## src/sv/btm_rfp_pkg.sv

```systemverilog
// ----------------------------------------------------------------------------
// btm_rfp_pkg
// Types, codes and constants of the BTM request frame parser.
// ----------------------------------------------------------------------------
package btm_rfp_pkg;

  localparam int unsigned MAX_CANDIDATES_DEF = 8;
  localparam int unsigned QUEUE_DEPTH        = 4;

  // Header offsets
  localparam logic [4:0] OFF_CTRL     = 5'd0;
  localparam logic [4:0] OFF_A1_FIRST = 5'd4;
  localparam logic [4:0] OFF_A1_LAST  = 5'd9;
  localparam logic [4:0] OFF_A3_FIRST = 5'd16;
  localparam logic [4:0] OFF_A3_LAST  = 5'd21;
  localparam logic [4:0] OFF_CATEGORY = 5'd24;
  localparam logic [4:0] OFF_ACTION   = 5'd25;
  localparam logic [4:0] OFF_SAT      = 5'd26;

  localparam logic [7:0] FC_ACTION    = 8'hD0;
  localparam logic [7:0] CAT_WNM      = 8'd10;
  localparam logic [7:0] ACT_BTM_REQ  = 8'd7;
  localparam logic [7:0] TAG_NEIGHBOR = 8'd52;
  localparam logic [7:0] MIN_NR_LEN   = 8'd13;
  localparam logic [7:0] TERM_LEN     = 8'd12;
  localparam logic [8:0] FIXED_LAST   = 9'd4;   // five fixed bytes, index 0..4
  localparam logic [8:0] BSSID_BYTES  = 9'd6;

  localparam int unsigned MODE_TERM_BIT = 3;
  localparam int unsigned MODE_URL_BIT  = 4;

  // Result kinds
  localparam logic [2:0] KIND_CAND       = 3'd0;
  localparam logic [2:0] KIND_NOT_ACTION = 3'd1;
  localparam logic [2:0] KIND_OTHER      = 3'd2;
  localparam logic [2:0] KIND_TRUNC      = 3'd3;
  localparam logic [2:0] KIND_BTM        = 3'd4;

  typedef enum logic [2:0] {
    PH_HDR    = 3'd0,
    PH_OTHER  = 3'd1,
    PH_FIXED  = 3'd2,
    PH_TERM   = 3'd3,
    PH_URLLEN = 3'd4,
    PH_URL    = 3'd5,
    PH_ELEM   = 3'd6
  } phase_t;

  typedef struct packed {
    logic [7:0] frame_byte;
    logic       last_byte;
  } in_word_t;

  typedef struct packed {
    logic [2:0]  result_kind;
    logic [7:0]  category;
    logic [7:0]  action_code;
    logic [7:0]  token_byte;
    logic [7:0]  mode_bits;
    logic [15:0] disassoc_delay;
    logic [7:0]  validity_window;
    logic [47:0] target_station;
    logic [47:0] bss_address;
    logic [3:0]  candidate_number;
    logic        candidates_dropped;
    logic        end_of_frame;
  } out_word_t;

  // One queue entry: what a single byte produced (a candidate, a summary or both)
  typedef struct packed {
    logic        cand;
    logic        summ;
    logic [2:0]  skind;
    logic [7:0]  category;
    logic [7:0]  action;
    logic [39:0] fixed;
    logic [47:0] station;
    logic [47:0] cand_addr;
    logic [47:0] bssid;
    logic [3:0]  cnum;
    logic        dropped;
  } evt_t;

  function automatic phase_t after_term(input logic [7:0] mode);
    return mode[MODE_URL_BIT] ? PH_URLLEN : PH_ELEM;
  endfunction

endpackage

```

## src/sv/btm_rfp_front.sv

```systemverilog
// ----------------------------------------------------------------------------
// btm_rfp_front
// Byte parser: tracks the frame phase and emits one event per byte that
// completes a candidate or ends the frame.
// ----------------------------------------------------------------------------
module btm_rfp_front #(
  parameter int unsigned MAX_CANDIDATES = btm_rfp_pkg::MAX_CANDIDATES_DEF
) (
  input  logic                  clk,
  input  logic                  rst_n,
  input  logic                  accept,
  input  btm_rfp_pkg::in_word_t in_word,
  output logic                  evt_push,
  output btm_rfp_pkg::evt_t     evt
);
  import btm_rfp_pkg::*;

  localparam int unsigned CW = $clog2(MAX_CANDIDATES + 1);

  logic [4:0]    offset_r,  offset_nxt;
  phase_t        phase_r,   phase_nxt;
  logic [7:0]    ctrl_r,    ctrl_nxt;
  logic [7:0]    cat_r,     cat_nxt;
  logic [7:0]    act_r,     act_nxt;
  logic [39:0]   fixed_r,   fixed_nxt;
  logic [47:0]   station_r, station_nxt;
  logic [47:0]   bssid_r,   bssid_nxt;
  logic [7:0]    skip_r,    skip_nxt;
  logic [7:0]    tag_r,     tag_nxt;
  logic [7:0]    len_r,     len_nxt;
  logic [8:0]    pos_r,     pos_nxt;   // up to 256 inside a 255-byte element
  logic [47:0]   cshift_r,  cshift_nxt;
  logic [CW-1:0] ctotal_r,  ctotal_nxt;
  logic          ovf_r,     ovf_nxt;

  logic [7:0] b;
  logic [8:0] body;
  logic       done;
  logic       cand_hit;

  assign b = in_word.frame_byte;

  // Next state
  always_comb begin
    offset_nxt  = (offset_r < OFF_SAT) ? offset_r + 5'd1 : offset_r;
    phase_nxt   = phase_r;
    ctrl_nxt    = ctrl_r;
    cat_nxt     = cat_r;
    act_nxt     = act_r;
    fixed_nxt   = fixed_r;
    station_nxt = station_r;
    bssid_nxt   = bssid_r;
    skip_nxt    = skip_r;
    tag_nxt     = tag_r;
    len_nxt     = len_r;
    pos_nxt     = pos_r;
    cshift_nxt  = cshift_r;
    ctotal_nxt  = ctotal_r;
    ovf_nxt     = ovf_r;
    body        = pos_r - 9'd2;
    done        = 1'b0;
    cand_hit    = 1'b0;
    case (phase_r)
      PH_HDR: begin
        if (offset_r == OFF_CTRL) ctrl_nxt = b;
        if (offset_r >= OFF_A1_FIRST && offset_r <= OFF_A1_LAST)
          station_nxt = {station_r[39:0], b};
        if (offset_r >= OFF_A3_FIRST && offset_r <= OFF_A3_LAST)
          bssid_nxt = {bssid_r[39:0], b};
        if (offset_r == OFF_CATEGORY) cat_nxt = b;
        if (offset_r == OFF_ACTION) begin
          act_nxt = b;
          if (ctrl_r == FC_ACTION && cat_r == CAT_WNM && b == ACT_BTM_REQ) begin
            phase_nxt = PH_FIXED;
            pos_nxt   = '0;
          end else begin
            phase_nxt = PH_OTHER;
          end
        end
      end
      PH_OTHER: begin
      end
      PH_FIXED: begin
        fixed_nxt = {fixed_r[31:0], b};
        if (pos_r >= FIXED_LAST) begin
          pos_nxt = '0;
          if (fixed_nxt[24 + MODE_TERM_BIT]) begin
            phase_nxt = PH_TERM;
            skip_nxt  = TERM_LEN;
          end else begin
            phase_nxt = after_term(fixed_nxt[31:24]);
          end
        end else begin
          pos_nxt = pos_r + 9'd1;
        end
      end
      PH_TERM: begin
        skip_nxt = skip_r - 8'd1;
        if (skip_nxt == 8'd0) phase_nxt = after_term(fixed_r[31:24]);
      end
      PH_URLLEN: begin
        skip_nxt  = b;
        phase_nxt = (b == 8'd0) ? PH_ELEM : PH_URL;
      end
      PH_URL: begin
        skip_nxt = skip_r - 8'd1;
        if (skip_nxt == 8'd0) phase_nxt = PH_ELEM;
      end
      PH_ELEM: begin
        if (pos_r == 9'd0) begin
          tag_nxt = b;
          pos_nxt = 9'd1;
        end else if (pos_r == 9'd1) begin
          len_nxt    = b;
          pos_nxt    = 9'd2;
          cshift_nxt = '0;
          done       = (b == 8'd0);
        end else begin
          if (body < BSSID_BYTES) cshift_nxt = {cshift_r[39:0], b};
          pos_nxt = pos_r + 9'd1;
          done    = (body + 9'd1) >= {1'b0, len_r};
        end
        if (done) begin
          if (tag_nxt == TAG_NEIGHBOR && len_nxt >= MIN_NR_LEN) begin
            if (ctotal_r < CW'(MAX_CANDIDATES)) begin
              cand_hit   = 1'b1;
              ctotal_nxt = ctotal_r + CW'(1);
            end else begin
              ovf_nxt = 1'b1;
            end
          end
          pos_nxt = '0;
        end
      end
      default: begin
      end
    endcase
  end

  // Event for the queue
  always_comb begin
    evt           = '0;
    evt.cand      = cand_hit;
    evt.summ      = in_word.last_byte;
    if (phase_nxt == PH_HDR || ctrl_nxt != FC_ACTION) evt.skind = KIND_NOT_ACTION;
    else if (phase_nxt == PH_OTHER)                   evt.skind = KIND_OTHER;
    else if (phase_nxt == PH_ELEM)                    evt.skind = KIND_BTM;
    else                                              evt.skind = KIND_TRUNC;
    evt.category  = cat_nxt;
    evt.action    = act_nxt;
    evt.fixed     = fixed_nxt;
    evt.station   = station_nxt;
    evt.cand_addr = cshift_nxt;
    evt.bssid     = bssid_nxt;
    evt.cnum      = 4'(ctotal_r);
    evt.dropped   = ovf_nxt;
    evt_push      = accept && (cand_hit || in_word.last_byte);
  end

  // Whole context clears at reset and after every last byte
  always_ff @(posedge clk) begin
    if (!rst_n || (accept && in_word.last_byte)) begin
      offset_r  <= '0;
      phase_r   <= PH_HDR;
      ctrl_r    <= '0;
      cat_r     <= '0;
      act_r     <= '0;
      fixed_r   <= '0;
      station_r <= '0;
      bssid_r   <= '0;
      skip_r    <= '0;
      tag_r     <= '0;
      len_r     <= '0;
      pos_r     <= '0;
      cshift_r  <= '0;
      ctotal_r  <= '0;
      ovf_r     <= 1'b0;
    end else if (accept) begin
      offset_r  <= offset_nxt;
      phase_r   <= phase_nxt;
      ctrl_r    <= ctrl_nxt;
      cat_r     <= cat_nxt;
      act_r     <= act_nxt;
      fixed_r   <= fixed_nxt;
      station_r <= station_nxt;
      bssid_r   <= bssid_nxt;
      skip_r    <= skip_nxt;
      tag_r     <= tag_nxt;
      len_r     <= len_nxt;
      pos_r     <= pos_nxt;
      cshift_r  <= cshift_nxt;
      ctotal_r  <= ctotal_nxt;
      ovf_r     <= ovf_nxt;
    end
  end

endmodule

```

## src/sv/btm_rfp_queue.sv

```systemverilog
// ----------------------------------------------------------------------------
// btm_rfp_queue
// Small FIFO of parser events between front and back.
// ----------------------------------------------------------------------------
module btm_rfp_queue #(
  parameter int unsigned DEPTH = btm_rfp_pkg::QUEUE_DEPTH
) (
  input  logic              clk,
  input  logic              rst_n,
  input  logic              push,
  input  btm_rfp_pkg::evt_t push_data,
  output logic              full,
  input  logic              pop,
  output logic              head_valid,
  output btm_rfp_pkg::evt_t head
);
  import btm_rfp_pkg::*;

  localparam int unsigned PW = (DEPTH > 1) ? $clog2(DEPTH) : 1;
  localparam int unsigned NW = $clog2(DEPTH + 1);

  evt_t          mem_r [DEPTH];
  logic [PW-1:0] wr_ptr_r, wr_ptr_nxt;
  logic [PW-1:0] rd_ptr_r, rd_ptr_nxt;
  logic [NW-1:0] count_r,  count_nxt;
  logic          do_push, do_pop;

  assign full       = (count_r == NW'(DEPTH));
  assign head_valid = (count_r != '0);
  assign head       = mem_r[rd_ptr_r];
  assign do_push    = push && !full;
  assign do_pop     = pop && head_valid;

  always_comb begin
    wr_ptr_nxt = wr_ptr_r;
    rd_ptr_nxt = rd_ptr_r;
    if (do_push) wr_ptr_nxt = (wr_ptr_r == PW'(DEPTH - 1)) ? '0 : wr_ptr_r + PW'(1);
    if (do_pop)  rd_ptr_nxt = (rd_ptr_r == PW'(DEPTH - 1)) ? '0 : rd_ptr_r + PW'(1);
    count_nxt = count_r + NW'(do_push) - NW'(do_pop);
  end

  always_ff @(posedge clk) begin
    if (!rst_n) begin
      wr_ptr_r <= '0;
      rd_ptr_r <= '0;
      count_r  <= '0;
    end else begin
      wr_ptr_r <= wr_ptr_nxt;
      rd_ptr_r <= rd_ptr_nxt;
      count_r  <= count_nxt;
    end
  end

  always_ff @(posedge clk) begin
    if (do_push) mem_r[wr_ptr_r] <= push_data;
  end

endmodule

```

## src/sv/btm_rfp_back.sv

```systemverilog
// ----------------------------------------------------------------------------
// btm_rfp_back
// Turns queue events into result words: candidate first, then summary.
// Output register decouples from the receiver.
// ----------------------------------------------------------------------------
module btm_rfp_back (
  input  logic                   clk,
  input  logic                   rst_n,
  input  logic                   head_valid,
  input  btm_rfp_pkg::evt_t      head,
  output logic                   pop,
  output logic                   out_valid,
  input  logic                   out_stall,
  output btm_rfp_pkg::out_word_t out_word
);
  import btm_rfp_pkg::*;

  logic      out_valid_r, out_valid_nxt;
  out_word_t out_word_r,  out_word_nxt;
  logic      half_r,      half_nxt;   // candidate of head entry already sent
  logic      load;
  logic      emit_cand;
  logic      btm;

  assign load      = head_valid && (!out_valid_r || !out_stall);
  assign emit_cand = head.cand && !half_r;
  assign pop       = load && !(emit_cand && head.summ);

  always_comb begin
    out_word_nxt             = '0;
    out_word_nxt.result_kind = emit_cand ? KIND_CAND : head.skind;
    btm = (out_word_nxt.result_kind == KIND_CAND) || (out_word_nxt.result_kind == KIND_BTM);
    if (out_word_nxt.result_kind != KIND_NOT_ACTION) begin
      out_word_nxt.category    = head.category;
      out_word_nxt.action_code = head.action;
    end
    if (btm) begin
      out_word_nxt.token_byte         = head.fixed[39:32];
      out_word_nxt.mode_bits          = head.fixed[31:24];
      out_word_nxt.disassoc_delay     = {head.fixed[15:8], head.fixed[23:16]};
      out_word_nxt.validity_window    = head.fixed[7:0];
      out_word_nxt.target_station     = head.station;
      out_word_nxt.bss_address        = emit_cand ? head.cand_addr : head.bssid;
      out_word_nxt.candidate_number   = emit_cand ? head.cnum
                                                  : head.cnum + 4'(head.cand);
      out_word_nxt.candidates_dropped = head.dropped;
    end
    out_word_nxt.end_of_frame = !emit_cand;

    out_valid_nxt = load ? 1'b1 : (out_valid_r && out_stall);
    half_nxt      = load ? (emit_cand && head.summ) : half_r;
  end

  always_ff @(posedge clk) begin
    if (!rst_n) begin
      out_valid_r <= 1'b0;
      half_r      <= 1'b0;
    end else begin
      out_valid_r <= out_valid_nxt;
      half_r      <= half_nxt;
    end
  end

  always_ff @(posedge clk) begin
    if (load) out_word_r <= out_word_nxt;
  end

  assign out_valid = out_valid_r;
  assign out_word  = out_word_r;

endmodule

```

## src/sv/btm_request_frame_parser.sv

```systemverilog
// ----------------------------------------------------------------------------
// btm_request_frame_parser
// 802.11 BSS Transition Management request parser, one frame byte per word.
// ----------------------------------------------------------------------------
// Input channel (in_valid / in_stall / in_word): one frame byte per word,
// starting at frame control, last_byte set on the final byte. A word is taken
// on a rising edge with in_valid high and in_stall low.
// Output channel (out_valid / out_stall / out_word): one result per word. Each
// Neighbor Report candidate, up to MAX_CANDIDATES per frame, gives a kind-0 word;
// every frame ends with one summary word (end_of_frame set). A candidate closed
// by the last byte is followed by the summary on the next output word.
// Throughput: one byte per cycle while the queue is not full. The front parser
// decodes the byte in the cycle it is taken; results go to a QUEUE_DEPTH-entry queue.
// A result is written into the queue at the edge that takes its byte, and then
// into the output register (behind any older results).
// Back pressure: while out_stall is high the output word holds; bytes keep
// flowing until the queue fills, then in_stall rises.
// Reset (rst_n low, synchronous) empties queue and output, and returns the
// parser to the start of a frame. No clearing pass is needed.
// ----------------------------------------------------------------------------
module btm_request_frame_parser #(
  parameter int unsigned MAX_CANDIDATES = btm_rfp_pkg::MAX_CANDIDATES_DEF
) (
  input  logic                   clk,
  input  logic                   rst_n,
  input  logic                   in_valid,
  output logic                   in_stall,
  input  btm_rfp_pkg::in_word_t  in_word,
  output logic                   out_valid,
  input  logic                   out_stall,
  output btm_rfp_pkg::out_word_t out_word
);
  import btm_rfp_pkg::*;

  logic accept;
  logic evt_push;
  evt_t evt;
  logic q_full;
  logic q_pop;
  logic q_head_valid;
  evt_t q_head;

  // Stall only on a full queue: one event per byte at most.
  assign in_stall = q_full;
  assign accept   = in_valid && !in_stall;

  btm_rfp_front #(
    .MAX_CANDIDATES(MAX_CANDIDATES)
  ) u_front (
    .clk      (clk),
    .rst_n    (rst_n),
    .accept   (accept),
    .in_word  (in_word),
    .evt_push (evt_push),
    .evt      (evt)
  );

  btm_rfp_queue #(
    .DEPTH(QUEUE_DEPTH)
  ) u_queue (
    .clk        (clk),
    .rst_n      (rst_n),
    .push       (evt_push),
    .push_data  (evt),
    .full       (q_full),
    .pop        (q_pop),
    .head_valid (q_head_valid),
    .head       (q_head)
  );

  btm_rfp_back u_back (
    .clk        (clk),
    .rst_n      (rst_n),
    .head_valid (q_head_valid),
    .head       (q_head),
    .pop        (q_pop),
    .out_valid  (out_valid),
    .out_stall  (out_stall),
    .out_word   (out_word)
  );

endmodule

```

## config.mk

```make
export PLATFORM = sky130hd
export DESIGN_NAME = btm_request_frame_parser
export DESIGN_NICKNAME = d
export VERILOG_FILES = /design/src/sv/btm_rfp_pkg.sv /design/src/sv/btm_rfp_front.sv /design/src/sv/btm_rfp_queue.sv /design/src/sv/btm_rfp_back.sv /design/src/sv/btm_request_frame_parser.sv
export SDC_FILE = /design/constraint.sdc
export NUM_CORES = 2
export LEC_CHECK = 0
export ABC_AREA = 1
export BUFFER_PORTS_ARGS = -buffer_cell sky130_fd_sc_hd__clkbuf_2
export CAP_MARGIN = 25
export CORE_AREA = 5 5 257 384
export CTS_CLUSTER_SIZE = 25
export DETAILED_ROUTE_END_ITERATION = 16
export DIE_AREA = 0 0 262 389
export GPL_TIMING_DRIVEN = 0
export PLACE_DENSITY = 0.71
export SETUP_SLACK_MARGIN = 0.2
export SKIP_CTS_REPAIR_TIMING = 1
export SLEW_MARGIN = 10
export SYNTH_ARGS = -nofsm -noshare
export SYNTH_HDL_FRONTEND = slang
export SYNTH_SLANG_ARGS = --single-unit
```

## constraint.sdc

```tcl
create_clock -name clk -period 16.9 [get_ports clk]
set_input_delay 0 -clock clk [delete_from_list [all_inputs] [get_ports clk]]
set_output_delay 0 -clock clk [all_outputs]
set_load 0.05 [all_outputs]
```

==> flow_summary_export.csv <==
group,metric,value,unit
setup_path,criticalPathCategory,"reg -> reg",
detailed_routing,drc,0,
finish,final_area,0.0597,mm^2
logic_synthesis,synth_largest_area_cell,"edfxtp_1",
logic_synthesis,ys_seq_area_share,68.4,%
timing,min_period,4.71,ns
global_route,grt_overflow,0,
logic_synthesis,yosysMostFrequentCell,"edfxtp_1",
setup_path,worst_setup_path_end_kind,"flop",
run_status,status,"completed",
timing,worstMarginPinSlew,1.07,ns
setup_path,required,17.31,ns
floorplanning,die_h,389,um
placement,pre_cts_ws,12.20,ns
logic_synthesis,syn-num-nets,4910,
worst_hold_path,min_path_type,"in -> reg",
logic_synthesis,yosysWarnings,0,
clock_tree,root_buffer,"clkbuf_16",
detailed_routing,final_antenna_net_count,0,
logic_synthesis,synth-simple-area-share,11.3,%
finish,nets,5267,
timing,clock_skew,0.0373,ns
clock_tree,cts.clk_slew.worst_paths,0.07,ns
setup_path,cp_top_family,"buffers and inverters",
logic_synthesis,synth_seq_cells,1266,
logic_synthesis,synth_xor_area_share,0.336,%
floorplanning,coreArea,0.0951,mm^2
logic_synthesis,synth_area_per_cell,10.6,um^2
logic_synthesis,async_reset_ff_share,0,%
floorplanning,dieArea,0.102,mm^2
power_and_ir_drop,ir_drop,172,uV
timing,fmax,212,MHz
timing,setup-tns-final,0,ns
timing,worst_slack,12.19,ns
logic_synthesis,synth_edf_count,1001,
timing,drv_slew,0,
clock_tree,clock_latency,0.73,ns
finish,drive_above_1_share,9.85,%
timing,hold_viol_final,0,
global_route,antenna_found_initial,4,
placement,place_area,0.0557,mm^2
detailed_routing,vias_per_cell,5.74,
floorplanning,die_x,262,um
placement,dpl.hpwl,100000,um
clock_tree,cts_buffers,111,
timing,rsz0062_at_grt,"false",
power_and_ir_drop,p_per_area,178,mW/mm^2
detailed_routing,wl_per_cell,21.8,um
detailed_routing,wirelength,144000,um
setup_path,critPathLaunchType,"flop",
detailed_routing,vias,37900,
setup_path,crit_buf_inv,9,
clock_tree,numClockSinks,1266,
global_route,grt_use_total,27.4,%
setup_path,crit_fanout,21,
global_route,grt_pass1_vias,35800,
finish,layout-area-overhead-vs-synth,15.4,%
logic_synthesis,yosysTopAreaCellShare,58.1,%
logic_synthesis,synth.distinct_cells,51,
logic_synthesis,synth.cell_area,0.0517,mm^2
flow_run,max_cap_viol_count,0,
setup_path,worst_ep_arrival_time,5.12,ns
global_route,grt_pass1_wl,213000,um
floorplanning,rows,139,
timing,setup-violations-final,0,
logic_synthesis,synthTopCellsByCount,"1001 x edfxtp_1, 796 x o21ai_0, 774 x nor2_1",
global_route,grt_max_degree,30,
floorplanning,pin_count,176,
setup_path,critPathMaxStageDelay,0.72,ns
setup_path,cpMostUsedCell,"nand2_1",
logic_synthesis,synth_compound_area_share,13.4,%
power_and_ir_drop,cellLeakagePower,22.8,nW
floorplanning,start_util,54.3,%
power_and_ir_drop,power,10.6,mW
detailed_routing,drtIter0Drc,3914,
clock_tree,cts_buffer_depth,3,
setup_path,cp_slowest_cell,"a21boi_4",
placement,numPortBuffers,171,
logic_synthesis,muxShareOfSynthArea,0,%
logic_synthesis,synth_fa_ha_area_share,0.765,%
logic_synthesis,synth_top_family_by_area,"compound AO/OA/AOI/OAI gates",
placement,routabilityCongestion,0.923,
logic_synthesis,yosys-top-cells-area,"edfxtp_1 58%, dfxtp_1 10%, o21ai_0 7.7%, nor2_1 5.6%, nand2_1 4.0%",
timing,min_period_over_period,27.9,%
logic_synthesis,synthCells,4866,
clock_tree,cts_tree,"done",
logic_synthesis,synth_ff_type,"edfxtp_1",
clock_tree,ctsHtreeMaxLevel,3,
timing,maxSlewHeadroom,28.8,%
detailed_routing,detail_route.first_pass.iterations,8,
[where the power goes]
group / leakage (nW) / internal, mW / switching, mW / total [mW]
Combinational: 9.45 / 0.858 / 2.93 / 3.79
Clock: 1.90 / 1.50 / 1.15 / 2.65
Sequential: 11.5 / 4.01 / 0.146 / 4.15
[cell families after synthesis]
logic type / after synthesis
buf+inv: 769
flops: 1266
simple gates: 1456
xor+xnor: 19
compound gates: 1325
fa+ha+maj: 31
[worst reg2reg max path, stage by stage (launching register included)]
cell	delay (ns)
dfxtp_1	0.38
buf_6	0.17
inv_1	0.09
ha_1	0.31
inv_1	0.06
nand2_1	0.06
nor2_1	0.10
nand2_1	0.08
nor2_1	0.23
xnor2_1	0.15
inv_1	0.07
ha_1	0.29
nand2_1	0.05
inv_1	0.05
nand2_1	0.05
nand2_1	0.05
a21oi_1	0.05
nand3_1	0.09
nand2_2	0.13
nor2_4	0.15
nand3_4	0.21
a21boi_4	0.72
buf_16	0.26
buf_16	0.20
buf_16	0.19
buf_12	0.21
[area by class of cell]
type,instances,area (um^2)
Fill cell,7326,35500
Sequential cell,1266,35400
Multi-Input combinational cell,2831,13400
Clock buffer,151,3200
Timing Repair Buffer,244,2440
Inverter,474,1780
Tap cell,1269,1590
Buffer,295,1200
Clock inverter,61,651
Antenna cell,6,15.0
[final timing paths]
check | start | end | slack [ns] | depth (start not counted)
setup / recovery | u_front.pos_r[2] | u_queue.mem_r[1][130] | 12.19 | 25
hold / removal | in_word[4] | u_front.cshift_r[3] | 0.03 | 3
setup reg to reg | u_front.pos_r[2] | u_queue.mem_r[1][130] | 12.19 | 25
hold reg to reg | u_front.fixed_r[21] | u_front.fixed_r[21] | 0.47 | 2
[metal layers]
layer / up-vias / global-route usage [%] / wire length [um]
met5: - / 0 / 27
met4: 4 / 15.0 / 8750
met3: 423 / 3.80 / 11000
met2: 1835 / 46.4 / 71300
met1: 18200 / 34.1 / 52700
li1: 17400 / - / -
[registers in the layout (all words and copies together) (netlist names), 4 cells and up, named ones only]
name / flops
u_queue.mem_r: 840
u_front.skip_r: 8
u_front.ctotal_r: 4
u_front.offset_r: 5
u_back.out_word: 161
u_front.station_r: 48
u_front.tag_r: 8
u_front.len_r: 8
u_front.act_r: 8
u_front.cshift_r: 48
u_front.fixed_r: 40
u_front.bssid_r: 48
u_front.pos_r: 9
u_front.cat_r: 8
u_front.ctrl_r: 8
[per-stage QoR]
stage          hold WS (ns)  instances  utilization, %
2_1_floorplan        0.0989       4866               -
3_3_place_gp          0.250       6306            56.9
3_5_place_dp          0.258       6368            58.5
4_1_cts              -0.516       6580            62.6
5_1_grt              0.0250       6591            62.7
6_report             0.0305       6597            62.7
[cells in the final DEF (no fill, tap or decap), drive strengths merged, types with 8 or more instances in the layout]
| cell type | n |
|---|---|
| o22ai | 104 |
| or2 | 25 |
| bufinv | 11 |
| xor2 | 13 |
| a21oi | 341 |
| dlygate4sd3 | 11 |
| nand4 | 9 |
| ha | 30 |
| inv | 479 |
| nand3 | 44 |
| nor2 | 787 |
| clkbuf | 547 |
| edfxtp | 1001 |
| buf | 132 |
| dfxtp | 265 |
| clkinv | 44 |
| o21ai | 821 |
| o211ai | 39 |
| nand2 | 566 |
| nor3 | 11 |
| nor4 | 8 |
No activity file was read; power rests on OpenSTA's default activity.
